**config.mk**
```make
export PLATFORM = sky130hd
export DESIGN_NAME = region_color_first_match_flat
export DESIGN_NICKNAME = d
export VERILOG_FILES = /design/src/hdl/rcfm_pkg.sv /design/src/hdl/rcfm_if.sv /design/src/hdl/rcfm_regs.sv /design/src/hdl/rcfm_region.sv /design/src/hdl/rcfm_scan.sv /design/src/hdl/region_color_first_match.sv /design/src/flat_wrapper.sv
export SDC_FILE = /design/constraint.sdc
export NUM_CORES = 1
export LEC_CHECK = 0
export BUFFER_PORTS_ARGS = -buffer_cell sky130_fd_sc_hd__buf_2
export CORE_ASPECT_RATIO = 1.1
export CORE_MARGIN = 8
export CORE_UTILIZATION = 68
export CTS_BUF_LIST = sky130_fd_sc_hd__clkbuf_4
export DETAILED_ROUTE_END_ITERATION = 10
export GPL_TIMING_DRIVEN = 1
export PLACE_DENSITY = 0.95
export RECOVER_POWER = 100
export SKIP_CTS_REPAIR_TIMING = 1
export SYNTH_ARGS = -nofsm -noshare
export SYNTH_HDL_FRONTEND = slang
export SYNTH_SLANG_ARGS = --single-unit
```
**constraint.sdc**
```tcl
create_clock -name clk -period 15.5 [get_ports clk]
set_input_delay 1.55 -clock clk [delete_from_list [all_inputs] [get_ports clk]]
set_output_delay 1.55 -clock clk [all_outputs]
set_load 0.05 [all_outputs]
```
**src/hdl/rcfm_pkg.sv**
```systemverilog
// ----------------------------------------------------------------------------
// rcfm_pkg: shared types and constants
// Register map, status codes, configuration and region structs, and the
// small helper functions used by the colour search block.
// ----------------------------------------------------------------------------
package rcfm_pkg;

  // Largest frame dimension and the widths that follow from it
  localparam int MAX_DIM = 4096;
  localparam int POS_W   = $clog2(MAX_DIM);   // column / row position
  localparam int DIM_W   = POS_W + 1;         // dimension, holds MAX_DIM itself
  localparam int CHAN_W  = 8;
  localparam int COLOR_W = 3 * CHAN_W;
  localparam int ADDR_W  = 5;                 // eight 32-bit registers
  localparam int DATA_W  = 32;
  localparam int STAT_W  = 2;

  // Register indexes (byte address = 4 * index)
  typedef enum logic [2:0] {
    REG_FRAME_WIDTH  = 3'd0,
    REG_FRAME_HEIGHT = 3'd1,
    REG_REGION_X     = 3'd2,
    REG_REGION_Y     = 3'd3,
    REG_REGION_W     = 3'd4,
    REG_REGION_H     = 3'd5,
    REG_TARGET_COLOR = 3'd6,
    REG_TOLERANCE    = 3'd7
  } reg_idx_t;

  // Reset values of the frame size
  localparam logic [DIM_W-1:0] FRAME_WIDTH_RST  = DIM_W'(640);
  localparam logic [DIM_W-1:0] FRAME_HEIGHT_RST = DIM_W'(480);

  // Result status codes
  localparam logic [STAT_W-1:0] ST_MATCH      = 2'd0;
  localparam logic [STAT_W-1:0] ST_NO_MATCH   = 2'd1;
  localparam logic [STAT_W-1:0] ST_BAD_REGION = 2'd2;

  // Configuration register contents
  typedef struct packed {
    logic [DIM_W-1:0]   frame_width;
    logic [DIM_W-1:0]   frame_height;
    logic [POS_W-1:0]   region_x;
    logic [POS_W-1:0]   region_y;
    logic [DIM_W-1:0]   region_w;
    logic [DIM_W-1:0]   region_h;
    logic [COLOR_W-1:0] target_color;
    logic [CHAN_W-1:0]  tolerance;
  } cfg_t;

  // Normalised search region, all bounds inclusive
  typedef struct packed {
    logic             valid;
    logic [POS_W-1:0] x_first;
    logic [POS_W-1:0] x_last;
    logic [POS_W-1:0] y_first;
    logic [POS_W-1:0] y_last;
    logic [POS_W-1:0] col_last;
    logic [POS_W-1:0] row_last;
  } region_t;

  // Frame dimension: zero acts as one, oversize acts as MAX_DIM
  function automatic logic [DIM_W-1:0] clamp_dim(input logic [DIM_W-1:0] v);
    logic [DIM_W-1:0] r;
    if (v == '0) begin
      r = DIM_W'(1);
    end else if (v > DIM_W'(MAX_DIM)) begin
      r = DIM_W'(MAX_DIM);
    end else begin
      r = v;
    end
    return r;
  endfunction

  // One colour channel within tolerance of the target
  function automatic logic chan_close(input logic [CHAN_W-1:0] a,
                                      input logic [CHAN_W-1:0] b,
                                      input logic [CHAN_W-1:0] tol);
    logic [CHAN_W-1:0] d;
    d = (a >= b) ? a - b : b - a;
    return d <= tol;
  endfunction

endpackage

```
**src/hdl/rcfm_if.sv**
```systemverilog
// ----------------------------------------------------------------------------
// rcfm_if: stream channels of the colour search block
// Pixel channel (RGB888) and result channel, valid/ready handshake.
// ----------------------------------------------------------------------------
interface rcfm_pixel_if import rcfm_pkg::*; ();
  logic              valid;
  logic              ready;
  logic [CHAN_W-1:0] red;
  logic [CHAN_W-1:0] green;
  logic [CHAN_W-1:0] blue;

  modport source (output valid, red, green, blue, input ready);
  modport sink   (input valid, red, green, blue, output ready);
endinterface

interface rcfm_result_if import rcfm_pkg::*; ();
  logic              valid;
  logic              ready;
  logic [STAT_W-1:0] status;
  logic [POS_W-1:0]  match_x;
  logic [POS_W-1:0]  match_y;

  modport source (output valid, status, match_x, match_y, input ready);
  modport sink   (input valid, status, match_x, match_y, output ready);
endinterface

```
**src/hdl/rcfm_regs.sv**
```systemverilog
// ----------------------------------------------------------------------------
// rcfm_regs: configuration register file
// APB-style slave holding the frame size, search region, target colour and
// tolerance. Zero wait states.
// ----------------------------------------------------------------------------
module rcfm_regs import rcfm_pkg::*; (
  input  logic              clk,
  input  logic              rst,
  input  logic              psel,
  input  logic              penable,
  input  logic              pwrite,
  input  logic [ADDR_W-1:0] paddr,
  input  logic [DATA_W-1:0] pwdata,
  output logic [DATA_W-1:0] prdata,
  output logic              pready,
  output cfg_t              cfg
);

  reg_idx_t idx;
  logic     wr_en;

  assign idx    = reg_idx_t'(paddr[ADDR_W-1:2]);
  assign wr_en  = psel && penable && pwrite;
  assign pready = 1'b1;

  // Register writes
  always_ff @(posedge clk) begin
    if (rst) begin
      cfg.frame_width  <= FRAME_WIDTH_RST;
      cfg.frame_height <= FRAME_HEIGHT_RST;
      cfg.region_x     <= '0;
      cfg.region_y     <= '0;
      cfg.region_w     <= '0;
      cfg.region_h     <= '0;
      cfg.target_color <= '0;
      cfg.tolerance    <= '0;
    end else if (wr_en) begin
      case (idx)
        REG_FRAME_WIDTH:  cfg.frame_width  <= pwdata[DIM_W-1:0];
        REG_FRAME_HEIGHT: cfg.frame_height <= pwdata[DIM_W-1:0];
        REG_REGION_X:     cfg.region_x     <= pwdata[POS_W-1:0];
        REG_REGION_Y:     cfg.region_y     <= pwdata[POS_W-1:0];
        REG_REGION_W:     cfg.region_w     <= pwdata[DIM_W-1:0];
        REG_REGION_H:     cfg.region_h     <= pwdata[DIM_W-1:0];
        REG_TARGET_COLOR: cfg.target_color <= pwdata[COLOR_W-1:0];
        REG_TOLERANCE:    cfg.tolerance    <= pwdata[CHAN_W-1:0];
        default: ;
      endcase
    end
  end

  // Read-back mux
  always_comb begin
    case (idx)
      REG_FRAME_WIDTH:  prdata = DATA_W'(cfg.frame_width);
      REG_FRAME_HEIGHT: prdata = DATA_W'(cfg.frame_height);
      REG_REGION_X:     prdata = DATA_W'(cfg.region_x);
      REG_REGION_Y:     prdata = DATA_W'(cfg.region_y);
      REG_REGION_W:     prdata = DATA_W'(cfg.region_w);
      REG_REGION_H:     prdata = DATA_W'(cfg.region_h);
      REG_TARGET_COLOR: prdata = DATA_W'(cfg.target_color);
      REG_TOLERANCE:    prdata = DATA_W'(cfg.tolerance);
      default:          prdata = '0;
    endcase
  end

endmodule

```
**src/hdl/rcfm_region.sv**
```systemverilog
// ----------------------------------------------------------------------------
// rcfm_region: search region normaliser
// Turns the raw region registers into inclusive bounds clipped to the frame,
// plus the last column and row of the frame. Result is registered.
// ----------------------------------------------------------------------------
module rcfm_region import rcfm_pkg::*; (
  input  logic    clk,
  input  logic    rst,
  input  cfg_t    cfg,
  output region_t region
);

  logic [DIM_W-1:0] fw, fh;
  logic [DIM_W-1:0] rx, ry;
  logic [DIM_W-1:0] avail_x, avail_y;
  logic [DIM_W-1:0] w, h;
  logic [DIM_W-1:0] x_end, y_end;
  region_t          region_next;

  // Clamp frame size, check region start, clip width and height
  always_comb begin
    fw      = clamp_dim(cfg.frame_width);
    fh      = clamp_dim(cfg.frame_height);
    rx      = {1'b0, cfg.region_x};
    ry      = {1'b0, cfg.region_y};
    avail_x = fw - rx;
    avail_y = fh - ry;
    w       = (cfg.region_w == '0 || cfg.region_w > avail_x) ? avail_x : cfg.region_w;
    h       = (cfg.region_h == '0 || cfg.region_h > avail_y) ? avail_y : cfg.region_h;
    x_end   = rx + w - DIM_W'(1);
    y_end   = ry + h - DIM_W'(1);

    region_next.valid    = (rx < fw) && (ry < fh);
    region_next.x_first  = cfg.region_x;
    region_next.x_last   = x_end[POS_W-1:0];
    region_next.y_first  = cfg.region_y;
    region_next.y_last   = y_end[POS_W-1:0];
    region_next.col_last = POS_W'(fw - DIM_W'(1));
    region_next.row_last = POS_W'(fh - DIM_W'(1));
  end

  // Reset value matches the reset register contents: full 640x480 frame
  always_ff @(posedge clk) begin
    if (rst) begin
      region.valid    <= 1'b1;
      region.x_first  <= '0;
      region.x_last   <= POS_W'(FRAME_WIDTH_RST - DIM_W'(1));
      region.y_first  <= '0;
      region.y_last   <= POS_W'(FRAME_HEIGHT_RST - DIM_W'(1));
      region.col_last <= POS_W'(FRAME_WIDTH_RST - DIM_W'(1));
      region.row_last <= POS_W'(FRAME_HEIGHT_RST - DIM_W'(1));
    end else begin
      region <= region_next;
    end
  end

endmodule

```
**src/hdl/rcfm_scan.sv**
```systemverilog
// ----------------------------------------------------------------------------
// rcfm_scan: raster scan and first-match capture
// Input register for one pixel, position counters, hit capture and the
// result register. One pixel per cycle unless a frame end waits on a result.
// ----------------------------------------------------------------------------
module rcfm_scan import rcfm_pkg::*; (
  input  logic                 clk,
  input  logic                 rst,
  input  cfg_t                 cfg,
  input  region_t              region,
  rcfm_pixel_if.sink           pixel,
  rcfm_result_if.source        result
);

  // Input register
  logic              pix_valid;
  logic [CHAN_W-1:0] pix_r, pix_g, pix_b;

  // Scan state
  logic [POS_W-1:0]  column_count, row_count;
  logic              hit_seen;
  logic [POS_W-1:0]  hit_column, hit_row;

  // Result register
  logic              res_valid;
  logic [STAT_W-1:0] res_status;
  logic [POS_W-1:0]  res_x, res_y;

  logic              in_region, color_ok, hit_now;
  logic              end_row, end_frame;
  logic              pix_fire, pix_take;
  logic [STAT_W-1:0] status_next;
  logic [POS_W-1:0]  x_next, y_next;

  // Per-pixel decisions
  always_comb begin
    in_region = region.valid &&
                column_count >= region.x_first && column_count <= region.x_last &&
                row_count >= region.y_first && row_count <= region.y_last;
    color_ok  = chan_close(pix_r, cfg.target_color[3*CHAN_W-1:2*CHAN_W], cfg.tolerance) &&
                chan_close(pix_g, cfg.target_color[2*CHAN_W-1:CHAN_W], cfg.tolerance) &&
                chan_close(pix_b, cfg.target_color[CHAN_W-1:0], cfg.tolerance);
    hit_now   = !hit_seen && in_region && color_ok;
    end_row   = column_count >= region.col_last;
    end_frame = end_row && row_count >= region.row_last;

    if (!region.valid) begin
      status_next = ST_BAD_REGION;
      x_next      = '0;
      y_next      = '0;
    end else if (hit_now) begin
      status_next = ST_MATCH;
      x_next      = column_count;
      y_next      = row_count;
    end else if (hit_seen) begin
      status_next = ST_MATCH;
      x_next      = hit_column;
      y_next      = hit_row;
    end else begin
      status_next = ST_NO_MATCH;
      x_next      = '0;
      y_next      = '0;
    end
  end

  // A pixel leaves the input register unless it ends a frame while the
  // result register is still full and stalled
  assign pix_fire    = pix_valid && !(end_frame && res_valid && !result.ready);
  assign pix_take    = pixel.valid && pixel.ready;
  assign pixel.ready = !pix_valid || pix_fire;

  // Input register
  always_ff @(posedge clk) begin
    if (rst) begin
      pix_valid <= 1'b0;
    end else if (pixel.ready) begin
      pix_valid <= pixel.valid;
    end
  end

  always_ff @(posedge clk) begin
    if (pix_take) begin
      pix_r <= pixel.red;
      pix_g <= pixel.green;
      pix_b <= pixel.blue;
    end
  end

  // Position counters and hit capture
  always_ff @(posedge clk) begin
    if (rst) begin
      column_count <= '0;
      row_count    <= '0;
      hit_seen     <= 1'b0;
      hit_column   <= '0;
      hit_row      <= '0;
    end else if (pix_fire) begin
      if (end_frame) begin
        column_count <= '0;
        row_count    <= '0;
        hit_seen     <= 1'b0;
        hit_column   <= '0;
        hit_row      <= '0;
      end else begin
        if (end_row) begin
          column_count <= '0;
          row_count    <= row_count + POS_W'(1);
        end else begin
          column_count <= column_count + POS_W'(1);
        end
        if (hit_now) begin
          hit_seen   <= 1'b1;
          hit_column <= column_count;
          hit_row    <= row_count;
        end
      end
    end
  end

  // Result register
  always_ff @(posedge clk) begin
    if (rst) begin
      res_valid <= 1'b0;
    end else if (pix_fire && end_frame) begin
      res_valid <= 1'b1;
    end else if (result.ready) begin
      res_valid <= 1'b0;
    end
  end

  always_ff @(posedge clk) begin
    if (pix_fire && end_frame) begin
      res_status <= status_next;
      res_x      <= x_next;
      res_y      <= y_next;
    end
  end

  assign result.valid   = res_valid;
  assign result.status  = res_status;
  assign result.match_x = res_x;
  assign result.match_y = res_y;

endmodule

```
**src/hdl/region_color_first_match.sv**
```systemverilog
// ----------------------------------------------------------------------------
// region_color_first_match: first colour match inside a region of a frame
// Scans a raster-order RGB888 stream and reports, once per frame, the first
// pixel in the search region whose channels all lie within the tolerance.
//
//   channel  dir  handshake      payload
//   pixel    in   valid/ready    red, green, blue (8 bit each)
//   result   out  valid/ready    status (2), match_x (12), match_y (12)
//   apb      in   psel/penable   8 registers, byte address 4*index
//
// One pixel per clock sustained while no result is held off; the last pixel of
// a frame passes the input register, then the result register takes the report.
// Region bounds follow a register write in the next cycle.
// A frame-ending pixel waits in the input register while an earlier result
// is untaken, which stalls the pixel input; nothing else stalls it.
// Reset (rst, synchronous) clears counters, hit and valid flags, resets config.
// ----------------------------------------------------------------------------
module region_color_first_match import rcfm_pkg::*; (
  input  logic              clk,
  input  logic              rst,
  rcfm_pixel_if.sink        pixel,
  rcfm_result_if.source     result,
  input  logic              psel,
  input  logic              penable,
  input  logic              pwrite,
  input  logic [ADDR_W-1:0] paddr,
  input  logic [DATA_W-1:0] pwdata,
  output logic [DATA_W-1:0] prdata,
  output logic              pready
);

  cfg_t    cfg;
  region_t region;

  rcfm_regs u_regs (
    .clk     (clk),
    .rst     (rst),
    .psel    (psel),
    .penable (penable),
    .pwrite  (pwrite),
    .paddr   (paddr),
    .pwdata  (pwdata),
    .prdata  (prdata),
    .pready  (pready),
    .cfg     (cfg)
  );

  rcfm_region u_region (
    .clk    (clk),
    .rst    (rst),
    .cfg    (cfg),
    .region (region)
  );

  rcfm_scan u_scan (
    .clk    (clk),
    .rst    (rst),
    .cfg    (cfg),
    .region (region),
    .pixel  (pixel),
    .result (result)
  );

  // Only a match carries coordinates
  a_nonmatch_zero: assert property (@(posedge clk) disable iff (rst)
    result.valid && result.status != ST_MATCH |->
      result.match_x == '0 && result.match_y == '0)
    else $error("non-match result with nonzero coordinates");

  // A valid region stays ordered and inside the frame
  a_region_clip: assert property (@(posedge clk) disable iff (rst)
    region.valid |->
      region.x_first <= region.x_last && region.x_last <= region.col_last &&
      region.y_first <= region.y_last && region.y_last <= region.row_last)
    else $error("normalised region not clipped to frame");

  // A stalled result holds its transfer unchanged
  a_result_hold: assert property (@(posedge clk) disable iff (rst)
    result.valid && !result.ready |=>
      result.valid && $stable(result.status) &&
      $stable(result.match_x) && $stable(result.match_y))
    else $error("stalled result changed or dropped");

endmodule

```
**src/flat_wrapper.sv**
```systemverilog
// flat-port wrapper written by rule: the top's interface ports become plain ports
module region_color_first_match_flat import rcfm_pkg::*;
  (clk, rst, psel, penable, pwrite, paddr, pwdata, prdata, pready, pixel_valid, pixel_red, pixel_green, pixel_blue, pixel_ready, result_valid, result_status, result_match_x, result_match_y, result_ready);
  rcfm_pixel_if pixel_i ();
  rcfm_result_if result_i ();
  input  logic clk;
  input  logic rst;
  input  logic psel;
  input  logic penable;
  input  logic pwrite;
  input  logic [ADDR_W-1:0] paddr;
  input  logic [DATA_W-1:0] pwdata;
  output logic [DATA_W-1:0] prdata;
  output logic pready;
  input wire logic [$bits(pixel_i.valid)-1:0] pixel_valid;
  input wire logic [$bits(pixel_i.red)-1:0] pixel_red;
  input wire logic [$bits(pixel_i.green)-1:0] pixel_green;
  input wire logic [$bits(pixel_i.blue)-1:0] pixel_blue;
  output wire logic [$bits(pixel_i.ready)-1:0] pixel_ready;
  output wire logic [$bits(result_i.valid)-1:0] result_valid;
  output wire logic [$bits(result_i.status)-1:0] result_status;
  output wire logic [$bits(result_i.match_x)-1:0] result_match_x;
  output wire logic [$bits(result_i.match_y)-1:0] result_match_y;
  input wire logic [$bits(result_i.ready)-1:0] result_ready;
  assign pixel_i.valid = pixel_valid;
  assign pixel_i.red = pixel_red;
  assign pixel_i.green = pixel_green;
  assign pixel_i.blue = pixel_blue;
  assign pixel_ready = pixel_i.ready;
  assign result_valid = result_i.valid;
  assign result_status = result_i.status;
  assign result_match_x = result_i.match_x;
  assign result_match_y = result_i.match_y;
  assign result_i.ready = result_ready;
  region_color_first_match u_core (.clk(clk), .rst(rst), .pixel(pixel_i), .result(result_i), .psel(psel), .penable(penable), .pwrite(pwrite), .paddr(paddr), .pwdata(pwdata), .prdata(prdata), .pready(pready));
endmodule
```
After elaboration in Yosys (flattened, before gate mapping)
Cells that the tools add are included.
{"block": "word_totals", "inputBits": 68, "register_bits": 282, "output_inout_bits": 61, "word_cells": 141}
{"block": "classes", "n_bitwise": 1, "mux": 27, "magnitude_cmp": 18, "n_addsub": 16, "n_eq_ne": 7, "reduce_logical": 43}
{"operator": "$pmux W32 S8", "count": 1}
{"operator": "$mux W12", "count": 14}
{"operator": "$logic_not A13 Y1", "count": 4}
{"operator": "$mux W13", "count": 4}
{"operator": "$ge A12 B12 Y1", "count": 4}
{"operator": "$sub A12 B1 Y12 const B", "count": 4}
{"operator": "$sub A8 B8 Y8", "count": 6}
{"operator": "$gt A13 B13 Y1", "count": 2}
{"operator": "$gt A13 B13 Y1 const B", "count": 2}
{"operator": "$lt A12 B13 Y1", "count": 2}
{"operator": "$sub A13 B12 Y13", "count": 2}
{"operator": "$add A12 B1 Y12 const B", "count": 2}
{"operator": "$add A12 B12 Y12", "count": 2}
{"operator": "$ge A8 B8 Y1", "count": 3}
{"operator": "$le A12 B12 Y1", "count": 2}
{"operator": "$le A8 B8 Y1", "count": 3}
{"operator": "$mux W8", "count": 3}
{"operator": "$reduce_and A2 Y1", "count": 10}
{"operator": "$logic_and A1 B1 Y1", "count": 17}
{"operator": "$eq A3 B3 Y1 const B", "count": 4}
{"operator": "$eq A3 B2 Y1 const B", "count": 2}
{"operator": "$reduce_bool A2 Y1", "count": 3}
{"operator": "$mux W1", "count": 5}
{"operator": "$logic_not A1 Y1", "count": 4}
{"operator": "other kinds (5)", "count": 7}

Longest topological paths before layout
Gate-level depths: netlist (run 1).
{"block": "depth", "depth_word": 9, "ltp_mapped": 37, "mapped_depth_nobuf": 35}

Modules after synthesis
Synthesis (run 1) repeated with hierarchy kept, for this count alone.
{"block": "hier_totals", "hier_cells": 2241, "hier_area_um2": 18778.0}
{"module": "rcfm_scan", "cells_each": 842, "seq_area_each_um2": 2522.4, "area_each_um2": 7912.6, "instances": 1}
{"module": "rcfm_region", "cells_each": 760, "seq_area_each_um2": 1461.4, "area_each_um2": 5923.2, "instances": 1}
{"module": "rcfm_regs", "cells_each": 639, "seq_area_each_um2": 2162.1, "area_each_um2": 4942.2, "instances": 1}

Worst setup path before layout (run 1)
Ideal clock, no wire load.
{"block": "synth_path", "path_type": "reg2reg", "startpoint": "reg u_core.u_regs.cfg[94] (netlist name)", "endpoint": "reg u_core.u_region.region[35] (netlist name)", "setup_time_ps": 128, "synth_period_minus_slack_ps": 6763, "slack_ps": 8737, "t_arrival_ps": 6636, "t_required_ps": 15372, "n_path_buf": 4, "path_stages_with_launch": 36, "cell_sequence": "dfxtp_1 clkbuf_1 clkbuf_1 or2_2 ha_1 inv_1 fa_1 a21o_1 a21oi_1 o21bai_1 a31oi_1 o21ai_0 nor2_1 xor2_1 ha_1 a21o_1 a21o_1 a21oi_1 o221ai_1 a21oi_1 clkbuf_1 clkbuf_1 nand2_1 o21ai_0 ha_1 inv_1 ha_1 fa_1 a21o_1 a21oi_1 o21ai_0 or4_1 and3_1 a211oi_1 xor2_1 nor2_1"}
{"block": "synth_via", "elab_chain_cells": 9, "elab_cells_between_ends": 10, "cone_classes": "add/sub: 3; order compare: 2; mux: 3; reduce/logical: 2"}
{"item": "$gt A13 B13 Y1", "line": "rcfm_pkg.sv:67", "rtl": "end else if (v > DIM_W'(MAX_DIM)) begin"}
{"item": "$mux W13", "line": "rcfm_pkg.sv:67"}
{"item": "$mux W13 (*)", "line": "rcfm_pkg.sv:65", "rtl": "if (v == '0) begin"}
{"item": "$sub A13 B12 Y13 (*)", "line": "rcfm_region.sv:27", "rtl": "avail_y = fh - ry;"}
{"item": "$gt A13 B13 Y1", "line": "rcfm_region.sv:29", "rtl": "h = (cfg.region_h == '0 || cfg.region_h > avail_y) ? avail_y : cfg.region_h;"}
{"item": "$logic_or A1 B1 Y1", "line": "rcfm_region.sv:29"}
{"item": "$mux W12 (*)", "line": "rcfm_region.sv:29"}
{"item": "$add A12 B12 Y12 (*)", "line": "rcfm_region.sv:31", "rtl": "y_end = ry + h - DIM_W'(1);"}
{"item": "$sub A12 B1 Y12 (*)", "line": "rcfm_region.sv:31"}
Every way passes the cells marked *; elsewhere a longest branch is shown, timed or not.
A chain may end at the register's enable or synchronous reset.

Final worst setup path (run 1)
{"block": "layout_path", "startpoint": "in paddr[3]", "endpoint": "out prdata[1]"}
{"block": "layout_via", "elab_chain_cells": 2, "elab_cells_between_ends": 9, "cone_classes": "eq/ne: 7; mux: 1; reduce/logical: 1"}
{"item": "start, declared", "line": "flat_wrapper.sv:11", "rtl": "input logic [ADDR_W-1:0] paddr;"}
{"item": "$eq A3 B3 Y1 (tied with other cells)", "line": "rcfm_regs.sv:54", "rtl": "case (idx)"}
{"item": "$pmux W32 S8 (*)", "line": "rcfm_regs.sv:54"}
{"item": "end, declared", "line": "flat_wrapper.sv:13", "rtl": "output logic [DATA_W-1:0] prdata;"}
Every way passes the cells marked *; elsewhere a longest branch is shown, timed or not. The select of a mux whose other input is x is not followed.

==> impl_metrics.csv, run 1 <==
group,metric,value,unit
pwr,switchingPower,514,uW
cts,cts_buffers,71,
layout,layout_common_cells,"303 x nand2_1, 242 x inv_1, 237 x ha_1",
timing,hold_viol_final,0,
timing,setup_violations,0,
critical_path,crit_arrival,6780,ps
placement,routabilityCongestion,1.01,
cts,cts_tree,"yes",
global_route,antenna_found_initial,3,
worst_hold_path,hp-start,"u_core.u_scan.hit_column[5]$_SDFFE_PP0P_",
critical_path,regToRegSetupSlack,7330,ps
synthesis,synth_seq_cells,282,
layout,instances_no_fill,2757,
critical_path,crit_chain,"clkbuf_1 > inv_1 > nor2_1 > a22oi_1 > nand2_1 > o21ai_0 > a21oi_1 > clkbuf_1",
global_route,grt.total_usage,30.9,%
critical_path,criticalPathCategory,"input port to output pin",
die,row_count,63,
cts,cts-root-buf,"clkbuf_4",
timing,tightest_slew,3560,ps
pwr,sw_frac_of_total,30.0,%
timing,fmax,120,MHz
timing,rsz0062_at_grt,"no",
timing,clock_skew,41.9,ps
cts,clock_sinks,282,
critical_path,slowest_stage,"clkbuf_1",
timing,tns,0,ps
worst_hold_path,min_to,"u_core.u_scan.hit_column[5]$_SDFFE_PP0P_",
synthesis,synthArstFlopShare,0,%
layout,nNetsFinal,2658,
timing,slew_viol_final,328,
cts,clk_pin_slew_worst_paths,60,ps
layout,area_delta_synth_final,8.06,%
critical_path,start_kind,"input port",
pwr,p_int,1200,uW
layout,final_common_cell,"nand2_1",
critical_path,timing.rr.end,"u_core.u_region.region[58]$_SDFF_PP0_",
die,initial_core_util,69.1,%
global_route,grt_pass1_wl,83900,um
drt,route.vias.total,17100,
pwr,power_leakage,0.00866,uW
critical_path,path_max_fanout,38,
worst_hold_path,min_path_cells,2,
pwr,powerDensity,85.2,nW/um2
drt,wirelength,52800,um
synthesis,synth_edf_count,50,
drt,ant_nets,0,
synthesis,synth.distinct_cells,77,
layout,drive_gt1_share,8.75,%
timing,max_slew_margin,-137,%
die,die_w,174,um
global_route,grt_max_degree,78,
run_status,outcome,"finished with violations",
cts,clkLatencyLatePin,690,ps
drt,drt-initial-drc-count,1850,
run_status,violations,"capacitance limit, slew limit",
flow_run,cap_violations,9,
synthesis,synth.avg_cell_area,8.32,um2
placement,io_buffers,109,
die,io_pins,129,
synthesis,yosys_warnings,0,
critical_path,cp_slowest_stage_delay,1590,ps
global_route,overflow,0,
synthesis,synth_area,18600,um2
critical_path,critPathBufInv,3,
synthesis,syn-instance-count,2239,
pwr,power_frac_comb,18.2,%
timing,finalCriticalPeriod,8330,ps
critical_path,cp.required,13950,ps
timing,fin_crit_sh,53.8,%
critical_path,reg2reg_depth,31,
synthesis,synth-seq-area-share,33.0,%
worst_hold_path,hp-class,"register to register",
placement,dpl.hpwl,38000,um
drt,vias_per_cell,6.19,
placement,dp_cells,2627,
synthesis,synth_ff_type,"dfxtp_1",
pwr,worst_ir_drop_vdd,0.0729,mV
cts,htreeDepth,3,
die,coreArea,27000,um2
critical_path,cp_common_cell,"clkbuf_1",
pwr,pwr-share-seq,45.3,%
critical_path,worstSetupEndpointType,"output pin",
cts,clockBufferDepth,3,
die,die_h,190,um
die,dieArea,32900,um2
layout,num-fill-cells,1844,
critical_path,rr_startpoint,"u_core.u_regs.cfg[107]$_SDFFE_PP0P_",
pwr,p_clk_share,36.5,%
drt,firstDrtPassIters,10,
critical_path,critPathTopFamily,"buffers and inverters",
drt,wl_per_cell,19.2,um
global_route,first_global_vias,16900,
drt,drc,0,
==> registers in the layout, indices dropped and copies added, names as in the netlist <==
| signal | flops |
|---|---|
| u_core.u_regs.cfg | 108 |
| u_core.u_region.region | 73 |
| u_core.u_scan.column_count | 12 |
| u_core.u_scan.hit_column | 12 |
| u_core.u_scan.hit_row | 12 |
| u_core.u_scan.result.match_x | 12 |
| u_core.u_scan.result.match_y | 12 |
| u_core.u_scan.row_count | 12 |
| u_core.u_scan.pix_b | 8 |
| u_core.u_scan.pix_g | 8 |
| u_core.u_scan.pix_r | 8 |
| u_core.u_scan.result.status | 2 |
| u_core.u_scan.hit_seen | 1 |
| u_core.u_scan.pix_valid | 1 |
| u_core.u_scan.result.valid | 1 |
==> logic make-up after synthesis <==
| family | synth area share (%) |
|---|---|
| other | 0.0403 |
| AOI/OAI and AO/OA | 15.8 |
| buffers and inverters | 7.18 |
| DFF | 33.0 |
| and+or+nand+nor | 17.8 |
| muxes | 5.58 |
| xor gates and xnor gates | 3.62 |
| adders and majority gates | 17.0 |
==> through the flow <==
stage,hold slack (ps),area (um2),power (uW),setup WS [ps],util (%)
finish,457,20100,1710,7170,74.6
global route,477,20100,1790,6550,74.6
CTS,458,20200,1710,7740,75.1
detailed placement,447,19300,1090,7770,71.7
global placement,441,19300,1070,7880,71.7
floorplan,434,18700,1020,8740,-
==> metal layers <==
layer,track usage [%],share of wire (%)
met5,0,0
met4,21.2,7.4
met3,8.94,11
met2,51.9,46
met1,33.7,36
==> power by group through the flow <==
stage	clock network, uW	logic [uW]	registers [uW]
5_1_grt	671	340	779
3_3_place_gp	0	283	792
4_1_cts	631	305	777
6_report	625	311	777
2_1_floorplan	0	230	789
3_5_place_dp	0	299	793
==> area by class of cell <==
class | instances | area [um2] | area share (%)
antenna | 1 | 2.50 | 0.0124
clock buffer | 99 | 743 | 3.69
clock inverter | 30 | 153 | 0.759
inverter | 243 | 912 | 4.53
multi-input combinational | 1622 | 11200 | 55.5
sequential | 282 | 6150 | 30.5
tap | 357 | 447 | 2.22
timing repair buffer | 123 | 558 | 2.77
==> worst register-to-register path: cells and delay by family, from the launching register on <==
kind,cells,cell delay [ps]
compound gates,14,3690
xor+xnor,2,460
fa+ha+maj,5,1540
buf+inv,3,280
flops,1,910
simple gates,7,1040
==> synthesized netlist by cell type, drive strengths merged (10+ instances only) <==
cell type    n  area share, %
nor4        21           0.79
mux2        18            1.1
o22ai       15           0.50
buf         20           0.69
fa          10            1.1
nand2b      17           0.57
xnor2       45            2.1
edfxtp      50            8.1
inv        242            4.9
mux2i       79            4.2
a21o        49            2.0
or2         10           0.34
nand4       31            1.0
nand2      303            6.1
a22o        29            1.4
or3         14           0.47
o21a        19           0.77
nand3       35           0.94
o21ai       66            1.8
and3        14           0.47
xor2        32            1.5
ha         237             16
clkbuf      79            1.6
nor2b       39            1.3
nor3        48            1.3
dfxtp      232             25
a31oi       14           0.50
a21oi      187            5.0
nor2       170            3.4
==> how the worst max path moves through the flow <==
stage	slack (ps)	startpoint	to	depth (start not counted)
floorplan	8740	u_core.u_regs.cfg[94]$_SDFFE_PP0P_	u_core.u_region.region[35]$_SDFF_PP0_	35
global placement	7880	u_core.u_regs.cfg[107]$_SDFFE_PP0P_	u_core.u_region.region[58]$_SDFF_PP0_	31
detailed placement	7770	u_core.u_regs.cfg[107]$_SDFFE_PP0P_	u_core.u_region.region[58]$_SDFF_PP0_	31
CTS	7740	u_core.u_regs.cfg[107]$_SDFFE_PP0P_	u_core.u_region.region[58]$_SDFF_PP0_	31
global route	6550	u_core.u_regs.cfg[107]$_SDFFE_PP0P_	u_core.u_region.region[59]$_SDFF_PP0_	33
finish	7170	paddr[3]	prdata[1]	8
(Power assumes the default switching activity.)
==> run 2: changes to the inputs <==
ABC_AREA = 1   (was default)
CORE_UTILIZATION = 64   (was 68)
PLACE_DENSITY = 0.92   (was 0.95)
clock period = 8.16 ns   (was 15.5 ns; I/O delays follow)
==> run 2 against run 1 <==
Largest cell class unchanged; critical path type is now input port to register; sequential power rose by 94%; largest power group unchanged; non-clock buffer count fell by 10; cell count rose by 13%; the flow still finishes with violations (capacitance limit, slew limit); critical endpoint is now u_core.u_regs.cfg[81]$_SDFFE_PP0P_.
==> impl_metrics.csv, run 2 <==
group,metric,value,unit
run_status,outcome,"finished with violations",
critical_path,rr_startpoint,"u_core.u_scan.pix_r[5]$_DFFE_PP_",
global_route,first_global_vias,18500,
cts,clk_pin_slew_worst_paths,70,ps
synthesis,syn-instance-count,2588,
pwr,powerDensity,183,nW/um2
drt,drc,0,
timing,tightest_slew,4260,ps
layout,area_delta_synth_final,7.79,%
placement,dpl.hpwl,40500,um
timing,slew_viol_final,100,
drt,vias_per_cell,5.88,
worst_hold_path,hp-class,"input port to register",
die,coreArea,29600,um2
die,initial_core_util,65.0,%
die,io_pins,129,
layout,largest_reg_flops,108,
synthesis,synth.avg_cell_area,7.43,um2
layout,layout_common_cells,"441 x nand2_1, 397 x inv_1, 275 x a21oi_1",
synthesis,synth_area,19200,um2
timing,setup_violations,0,
critical_path,cp.required,8750,ps
layout,top_register,"u_core.u_regs.cfg",
synthesis,synth_ff_type,"dfxtp_1",
cts,clockBufferDepth,3,
global_route,grt_pass1_wl,87800,um
critical_path,slowest_stage,"clkbuf_1",
global_route,overflow,0,
critical_path,crit_chain,"buf_2 > clkbuf_1 > clkinvlp_2 > buf_4 > o21ai_0 > a21oi_1",
cts,cts_buffers,74,
synthesis,synth.top_cell.area_share,24.2,%
drt,route.vias.total,18400,
drt,drt-initial-drc-count,1733,
critical_path,worstSetupEndpointType,"register",
worst_hold_path,min_to,"u_core.u_scan.pix_r[7]$_DFFE_PP_",
critical_path,crit_arrival,7700,ps
global_route,antenna_found_initial,5,
placement,placed_cell_area,19800,um2
placement,routabilityCongestion,0.981,
synthesis,synth_area_leaders,"dfxtp_1 24%, ha_1 15%, nand2_1 8.2%, edfxtp_1 7.8%, inv_1 7.8%",
drt,ant_nets,0,
cts,cts_tree,"yes",
placement,io_buffers,109,
critical_path,start_kind,"input port",
cts,clock_sinks,282,
drt,wirelength,54900,um
critical_path,regToRegSetupSlack,1440,ps
pwr,worst_ir_drop_vdd,0.153,mV
worst_hold_path,hp-start,"pixel_red[7]",
timing,rsz0062_at_grt,"no",
synthesis,yosys_warnings,0,
layout,reg_top3,"u_core.u_regs.cfg x108, u_core.u_region.region x73",
die,row_count,66,
cts,clkLatencyLatePin,730,ps
die,die_h,198,um
timing,tns,0,ps
worst_hold_path,min_path_cells,1,
critical_path,timing.rr.end,"u_core.u_scan.hit_row[10]$_SDFFE_PP0P_",
synthesis,synth_seq_cells,282,
drt,wl_per_cell,17.6,um
global_route,grt.total_usage,29.8,%
critical_path,cp_slowest_stage_delay,2970,ps
timing,hold_viol_final,0,
layout,nNetsFinal,3007,
critical_path,path_max_fanout,125,
timing,clock_skew,48.7,ps
global_route,grt_max_degree,126,
layout,drive_gt1_share,9.28,%
layout,stdcell_area,20700,um2
synthesis,synth.most_common_cell,"nand2_1",
timing,fin_crit_sh,87.2,%
pwr,power_leakage,0.00963,uW
drt,firstDrtPassIters,6,
timing,fmax,141,MHz
synthesis,synth_edf_count,50,
timing,max_slew_margin,-184,%
synthesis,synth.distinct_cells,52,
synthesis,synthArstFlopShare,0,%
critical_path,criticalPathCategory,"input port to register",
timing,finalCriticalPeriod,7110,ps
layout,final_common_cell,"nand2_1",
critical_path,reg2reg_depth,25,
die,dieArea,35800,um2
cts,htreeDepth,3,
synthesis,synth-seq-area-share,32.0,%
synthesis,synth_top_area_cell,"dfxtp_1",
flow_run,cap_violations,2,
cts,cts-root-buf,"clkbuf_4",
run_status,violations,"capacitance limit, slew limit",
synthesis,synth_common_cells,"419 x nand2_1, 397 x inv_1, 275 x a21oi_1, 237 x ha_1, 232 x dfxtp_1",
die,die_w,181,um
[run 2: layer usage]
metal,global-route usage (%),vias to the layer above,part of all wire (%)
met5,0,-,0.047
met4,20.5,4,6.6
met3,6.80,294,8.9
met2,51.9,959,47
li1,-,8843,-
met1,32.0,8300,37
[run 2: critical path, delay by kind of cell]
kind / cells / cell delay, ps
AO/OA/AOI/OAI: 2 / 350
buffers and inverters: 4 / 6450
[run 2: final cells by class]
class / instances / area, um2
clock buffers: 116 / 871
repair buffers: 113 / 503
multi-input cells: 1813 / 11000
inverters: 408 / 1540
clock inverters: 17 / 175
diodes: 4 / 10.0
flip-flops and latches: 282 / 6150
fillers: 2397 / 8850
well taps: 374 / 468
[run 2: power breakdown]
group	total (uW)	switching, uW	leakage (uW)	internal, uW
sequential	1510	28.7	0.00234	1480
combinational	903	586	0.00668	317
clock	1380	613	0.000614	771
total	3800	1230	0.00963	2570
[run 2: per-stage QoR]
step / hold slack (ps) / worst slack (ps) / total power [uW] / util [%] / cells
finish: 256 / 1050 / 3800 / 70.1 / 3127
floorplan: 439 / 2970 / 2210 / - / 2595
global placement: 449 / 1960 / 2370 / 67.1 / 2990
CTS: 233 / 1820 / 3790 / 70.6 / 3123
detailed placement: 458 / 1930 / 2420 / 67.1 / 2990
global route: 243 / 782 / 3990 / 70.0 / 3125
[run 2: kinds of logic after synthesis]
logic type / Yosys count / share of synthesized area (%)
adders and majority gates: 247 / 16.5
other: 2 / 0.0391
DFF: 282 / 32.0
and+or+nand+nor: 885 / 20.5
AOI/OAI and AO/OA: 608 / 17.6
xor gates and xnor gates: 64 / 2.92
buffers and inverters: 500 / 10.4
[run 2: worst max-delay path by stage]
stage	startpoint	endpoint	slack (ps)	cells past startpoint
3_5_place_dp	u_core.u_regs.cfg[107]$_SDFFE_PP0P_	u_core.u_region.region[53]$_SDFF_PP1_	1930	30
3_3_place_gp	u_core.u_regs.cfg[107]$_SDFFE_PP0P_	u_core.u_region.region[53]$_SDFF_PP1_	1960	30
5_1_grt	rst	u_core.u_regs.cfg[81]$_SDFFE_PP0P_	780	6
2_1_floorplan	u_core.u_regs.cfg[107]$_SDFFE_PP0P_	u_core.u_region.region[53]$_SDFF_PP1_	2970	33
4_1_cts	u_core.u_regs.cfg[84]$_SDFFE_PP0P_	u_core.u_region.region[33]$_SDFF_PP0_	1820	35
6_report	rst	u_core.u_regs.cfg[81]$_SDFFE_PP0P_	1050	6
